<file path="src/design/mpf_pkg.sv">
// Package for the magnitude pole finder: sizes, key type, state codes and
// the command and status structs shared by controller and datapath.
// No dependencies.
package mpf_pkg;

  // Array store depth and element compare width
  localparam int MAX_LEN    = 1024;
  localparam int DATA_WIDTH = 32;

  // Fixed field widths of the channels
  localparam int IN_W   = 32;
  localparam int POLE_W = 10;

  // Derived widths: store address and element count (can hold MAX_LEN)
  localparam int IDX_W = $clog2(MAX_LEN);
  localparam int CNT_W = $clog2(MAX_LEN + 1);

  // Offset-binary element key: unsigned compare orders signed values
  typedef logic [DATA_WIDTH-1:0] key_t;
  typedef logic [IDX_W-1:0]      idx_t;
  typedef logic [CNT_W-1:0]      cnt_t;

  localparam key_t KEY_MIN = '0;
  localparam key_t KEY_MAX = '1;

  // Controller states, one-hot
  typedef enum logic [2:0] {
    S_LOAD = 3'b001,
    S_SCAN = 3'b010,
    S_EMIT = 3'b100
  } state_t;

  // Controller to datapath
  typedef struct packed {
    logic load_en;  // element beat accepted this cycle
    logic scan_en;  // backward scan running
    logic emit;     // load result into the output register
  } cmd_t;

  // Datapath to controller
  typedef struct packed {
    logic scan_done;  // no read in flight and no entry left to read
    logic out_free;   // output register can take a result this cycle
  } status_t;

endpackage

</file>
<file path="src/design/mpf_ctrl.sv">
// Controller of the magnitude pole finder: sequences load, backward scan
// and result hand-off. Depends on mpf_pkg.
module mpf_ctrl import mpf_pkg::*; (
  input  logic    clk,
  input  logic    rst_n,
  input  logic    in_valid,
  input  logic    in_last,
  output logic    in_ready,
  input  status_t sts,
  output cmd_t    cmd
);

  state_t state_r, state_nxt;

  // Accept elements only while loading
  assign in_ready    = (state_r == S_LOAD);
  assign cmd.load_en = in_ready && in_valid;
  assign cmd.scan_en = (state_r == S_SCAN);
  assign cmd.emit    = (state_r == S_EMIT) && sts.out_free;

  // Advance on the last element, on scan completion and on result hand-off
  always_comb begin
    state_nxt = state_r;
    case (state_r)
      S_LOAD: begin
        if (cmd.load_en && in_last) state_nxt = S_SCAN;
      end
      S_SCAN: begin
        if (sts.scan_done) state_nxt = S_EMIT;
      end
      S_EMIT: begin
        if (sts.out_free) state_nxt = S_LOAD;
      end
      default: state_nxt = S_LOAD;
    endcase
  end

  always_ff @(posedge clk) begin
    if (!rst_n) state_r <= S_LOAD;
    else        state_r <= state_nxt;
  end

  // A result leaves the controller only after a scan has finished
  a_emit_after_scan: assert property (@(posedge clk) disable iff (!rst_n)
    cmd.emit && !$past(cmd.emit) |-> $past(sts.scan_done) || $past(state_r == S_EMIT))
    else $error("emit without finished scan");

  // The last element always starts a scan
  a_last_starts_scan: assert property (@(posedge clk) disable iff (!rst_n)
    cmd.load_en && in_last |=> cmd.scan_en)
    else $error("last element did not start the scan");

  // No element beat while scanning or emitting
  a_no_load_busy: assert property (@(posedge clk) disable iff (!rst_n)
    cmd.scan_en || state_r == S_EMIT |-> !cmd.load_en)
    else $error("element accepted while busy");

endmodule

</file>
<file path="config.mk">
export PLATFORM = sky130hd
export DESIGN_NAME = mpf_ctrl
export DESIGN_NICKNAME = d
export VERILOG_FILES = /design/src/design/mpf_pkg.sv /design/src/design/mpf_ctrl.sv
export SDC_FILE = /design/constraint.sdc
export NUM_CORES = 1
export LEC_CHECK = 0
export ABC_AREA = 1
export BUFFER_PORTS_ARGS = -buffer_cell sky130_fd_sc_hd__buf_2
export CORE_AREA = 2 2 39 41
export CTS_CLUSTER_DIAMETER = 200
export DETAILED_ROUTE_END_ITERATION = 16
export DIE_AREA = 0 0 41 43
export GPL_TIMING_DRIVEN = 0
export PLACE_DENSITY = 0.41
export SLEW_MARGIN = 20
export SYNTH_ARGS = -nofsm -noshare
export SYNTH_HDL_FRONTEND = slang
export SYNTH_SLANG_ARGS = --single-unit
</file>
<file path="constraint.sdc">
create_clock -name clk -period 1.1 [get_ports clk]
set_clock_uncertainty 0.2 [all_clocks]
set_input_delay 0.22 -clock clk [delete_from_list [all_inputs] [get_ports clk]]
set_output_delay 0.22 -clock clk [all_outputs]
set_load 0.02 [all_outputs]
</file>
-- Word-level counts from Yosys, hierarchy flattened
Index checks and enable logic that the tools add are counted.
- flip-flop bits (word level): 3
- input port bits: 6
- output and inout bits: 4
- equality and inequality tests: 6
- mux-type cells: 4
- reduce and logical (&&, ||, !) cells: 4
- operator list (cell ; number):
    two-way mux 3 bit ; 3
    case mux 3 bit (3 select lines) ; 1
    inequality test 2 bit (second input constant) ; 2
    equality test 3 x 1 -> 1 bit (second input constant) ; 1
    equality test 3 x 2 -> 1 bit (second input constant) ; 1
    equality test 3 bit (second input constant) ; 1
    logical AND 1 bit ; 3
    AND reduction 3 bit ; 1
    inequality test 2 x 1 -> 1 bit (second input constant) ; 1

-- Depth between registers and ports, before layout
- depth in word-level cells: 5
- mapped depth: 6
- depth with buffers taken out: 6

-- Worst setup path after synthesis
OpenSTA, ideal clock, no wires.
- path type: reg2reg
- start: reg state_r[0]
- end: reg state_r[0]
- data arrival time: 0.910 ns
- slack: -0.129 ns
- stages on the path, launching flop included: 7
- path buffers: 0
- cell sequence: dfxtp_1 > inv_2 > nand2_1 > nor2_2 > nand2_1 > nand3_1 > o21ai_1
- RTL lines (element ; RTL line ; source):
    from (decl) ; mpf_ctrl.sv:13 ; state_t state_r, state_nxt;
    from (signal assigned) ; mpf_ctrl.sv:40 ; else state_r <= state_nxt;

==> impl_results.md <==
* Outcome: finished with violations
* Failing checks: setup timing
* # setup viols final at 7
* Number of synthesized flops with an enable pin at 0
* DR DRC count at 0
* R2R setup slack at -0.19 ns
* Overall global routing resource usage at around a tenth
* Wire per inst at 9.34 um
* Final period utilization at 133%
* Dpl hpwl at around 390 um
* Die ar. at approximately 1800 um2
* Psw at 151 uW
* Mux cell area share after synthesis at 0%
* Ys Warns at 0
* Slew at the pin with the worst max-slew slack at between 0.1 and 0.15 ns
* Count leader, synth: inv_1
* Starting density of the core at 14.2%
* Async set-reset flop share out of synthesis at 0%
* Cell Int Power at 349 uW
* Avg Cell Area, Syn at 6.55 um2
* Tot Pwr at 500 uW
* Rel. slew slack at between 90 and 100%
* Cell variety after synth at 15
* Worst EP required at about 0.7 ns
* Share of layout cells above drive strength 1 at between 70% and 80%
* Post-synthesis sequential area ratio at 30.6%
* Adder-cell share of the synthesized area at 0%
* Sequential share of power at 23.9%
* Avg Vias per Cell at 4.00
* Worst-path clk slew at ~0.030 ns
* Dpl cells at 55
* Worst Hold Launch: in_last
* Min Tclk post-route at 1.46 ns
* Top FF cell, synth: dfxtp_1
* PnR worst setup slack at -0.360 ns
* Hold depth at 3
* Post-synth top area cell: dfxtp_1
* Compound-Gate Fraction of Synth Area at 15.3%
* Chip width at 41 um
* Count of pins over their slew limit at 0
* Max reg flops at 3
* H-tree depth at 1
* Remaining Overflow, GRT at 0
* Layout Nets at slightly above 60
* Largest family of logic cells by synthesized area: simple AND/OR/NAND/NOR gates
* Top cells by area, synth: dfxtp_1 (31%), inv_1 (11%), nand3_1 (7.6%)
* Area after DPL at 285 um2
* Cell Rows at 14
* Synth top area share at a little under a third
* CTS Hold Buffers Added at 0
* Post-DRT Antenna Nets at 0
* Mapped Area at 196 um2
* Layout area overhead at 162%
* Pre-CTS setup slack at -0.149 ns
* CTS buffer count at 3
* Hold Path Class: input pin to register
* Reg with most FFs: state_r
* Switching share of power at 30.2%
* Clock Sinks at 3
* Clock latency on the worst-skew pair at between 0.2 and 0.25 ns
* Reg-to-reg endpoint: state_r[0]$_SDFFE_PN1P_
* Pre-Repair DR Iteration Count at 2
* Filler cells at 148
* Final cell count without fillers at 70
* Clock power frac at 38.0%
* First-pass GRT wire length at 1090 um
* Arr. time, crit path at around 1.0 ns
* Biggest regs: state_r x3
* Most common library cells after synthesis: inv_1 (6), dfxtp_1 (3), nand2_1 (3), nand3_1 (3), nor2_1 (3)
* Design area at 514 um2
* Reg2Reg Depth at 8
* Crit-path max FO at 5
* Post-synthesis simple-gate area fraction at roughly 41%
* Initial antenna violation count at 0
* Worst r2r src: state_r[0]$_SDFFE_PN1P_
* Synthesized net count at 36
* Final hold viol count at 0
* Setup crit start kind: register
* Die Y at 43 um
* Core Area at 1380 um2
* Destination of the worst hold path: state_r[1]$_SDFFE_PN0P_
* Vias in the first global route at 268
* Ant diodes at 0
* Maximum root-to-sink buffer count at 2
* Ports at 10
* RSZ-0062 raised after global routing: yes
* FMAX at slightly below 700 MHz
* Pwr Density at 972 nW/um2
* Element type at the critical path end: output port
* DRT iter0 DRCs at 3
* Port bufs at 9
* Post-synthesis register bit count at 3
* Largest net degree at the start of global routing at 6
* Total leakage power at approximately 0.00025 uW
* Global placer's final weighted congestion at roughly 0.7
* Xor/xnor cell area share of the yosys netlist at 0%
* CTS tree: done
* Syn Inst Count at 30
* Max_cap viols at 0
* VDD IR-drop max at 388 uV
* Wirelength, routed at ~650 um
* Clock root cell: clkbuf_4
* Crit Path Category: register to output port
* Vias at 280
* Gate power share at 38.0%
through the flow:
stage / util, % / setup TNS (ns) / hold WS, ns
floorplan: - / -0.101 / 0.156
global placement: 20.6 / -0.575 / 0.292
detailed placement: 20.6 / -0.557 / 0.294
CTS: 34.3 / -1.82 / 0.0487
global route: 37.2 / -2.24 / 0.0463
finish: 37.2 / -1.87 / 0.0493
area by class of cell:
class                   instances  area [um2]  share of cell area (%)
inverters                       7        28.8                    5.60
well taps                      16        20.0                    3.89
clock buffers                   4        26.3                    5.11
multi-input cells              20         200                    38.9
repair buffers                 20         173                    33.6
flip-flops and latches          3        66.3                    12.9
worst max-delay path: stages (launching register included):
cell and delay, ns:
dfxtp_4 0.36, nor2_4 0.13, nand2_4 0.07, nor2_4 0.12
buf_6 0.12
power by group through the flow:
stage	logic (uW)	registers [uW]	clock network (uW)
6_report	190	120	190
3_5_place_dp	92.7	120	0
4_1_cts	172	119	202
5_1_grt	205	120	225
3_3_place_gp	92.6	120	0
2_1_floorplan	65.6	120	0
metal layers:
layer / routed length (um) / vias to the layer above / global-route usage [%]
met4: 0 / 0 / 6.00
li1: - / 142 / -
met2: 382 / 6 / 13.4
met1: 243 / 132 / 10.9
met5: 0 / - / 0
met3: 28 / 0 / 6.28
cell usage in the layout, fill, tap and decap left out, drive strengths merged:
cell type | Yosys | layout
clkbuf | 0 | 4
inv | 7 | 7
o21ai | 2 | 2
dfxtp | 3 | 3
nand2 | 5 | 5
a21oi | 2 | 2
nor2 | 6 | 6
a31oi | 1 | 1
nand3 | 3 | 3
buf | 0 | 20
nand4 | 1 | 1
cell families after synthesis:
logic type / Yosys count
simple gates: 15
buf+inv: 7
compound gates: 5
flops: 3
repair_timing:
action                                  CTS  global route
buffers inserted                          7             5
resized for setup                        24             4
endpoints found under the setup margin    7             7
pin swaps                                 5             6
endpoints found under the hold margin     0             0
worst max path at each step:
stage	to	from	depth (start not counted)
finish	cmd[2]	state_r[2]$_SDFFE_PN0P_	4
global route	cmd[2]	state_r[2]$_SDFFE_PN0P_	4
CTS	cmd[2]	state_r[0]$_SDFFE_PN1P_	5
detailed placement	cmd[2]	state_r[2]$_SDFFE_PN0P_	4
global placement	cmd[2]	state_r[2]$_SDFFE_PN0P_	4
floorplan	state_r[0]$_SDFFE_PN1P_	state_r[0]$_SDFFE_PN1P_	6
No activity file was read; power rests on OpenSTA's default activity.
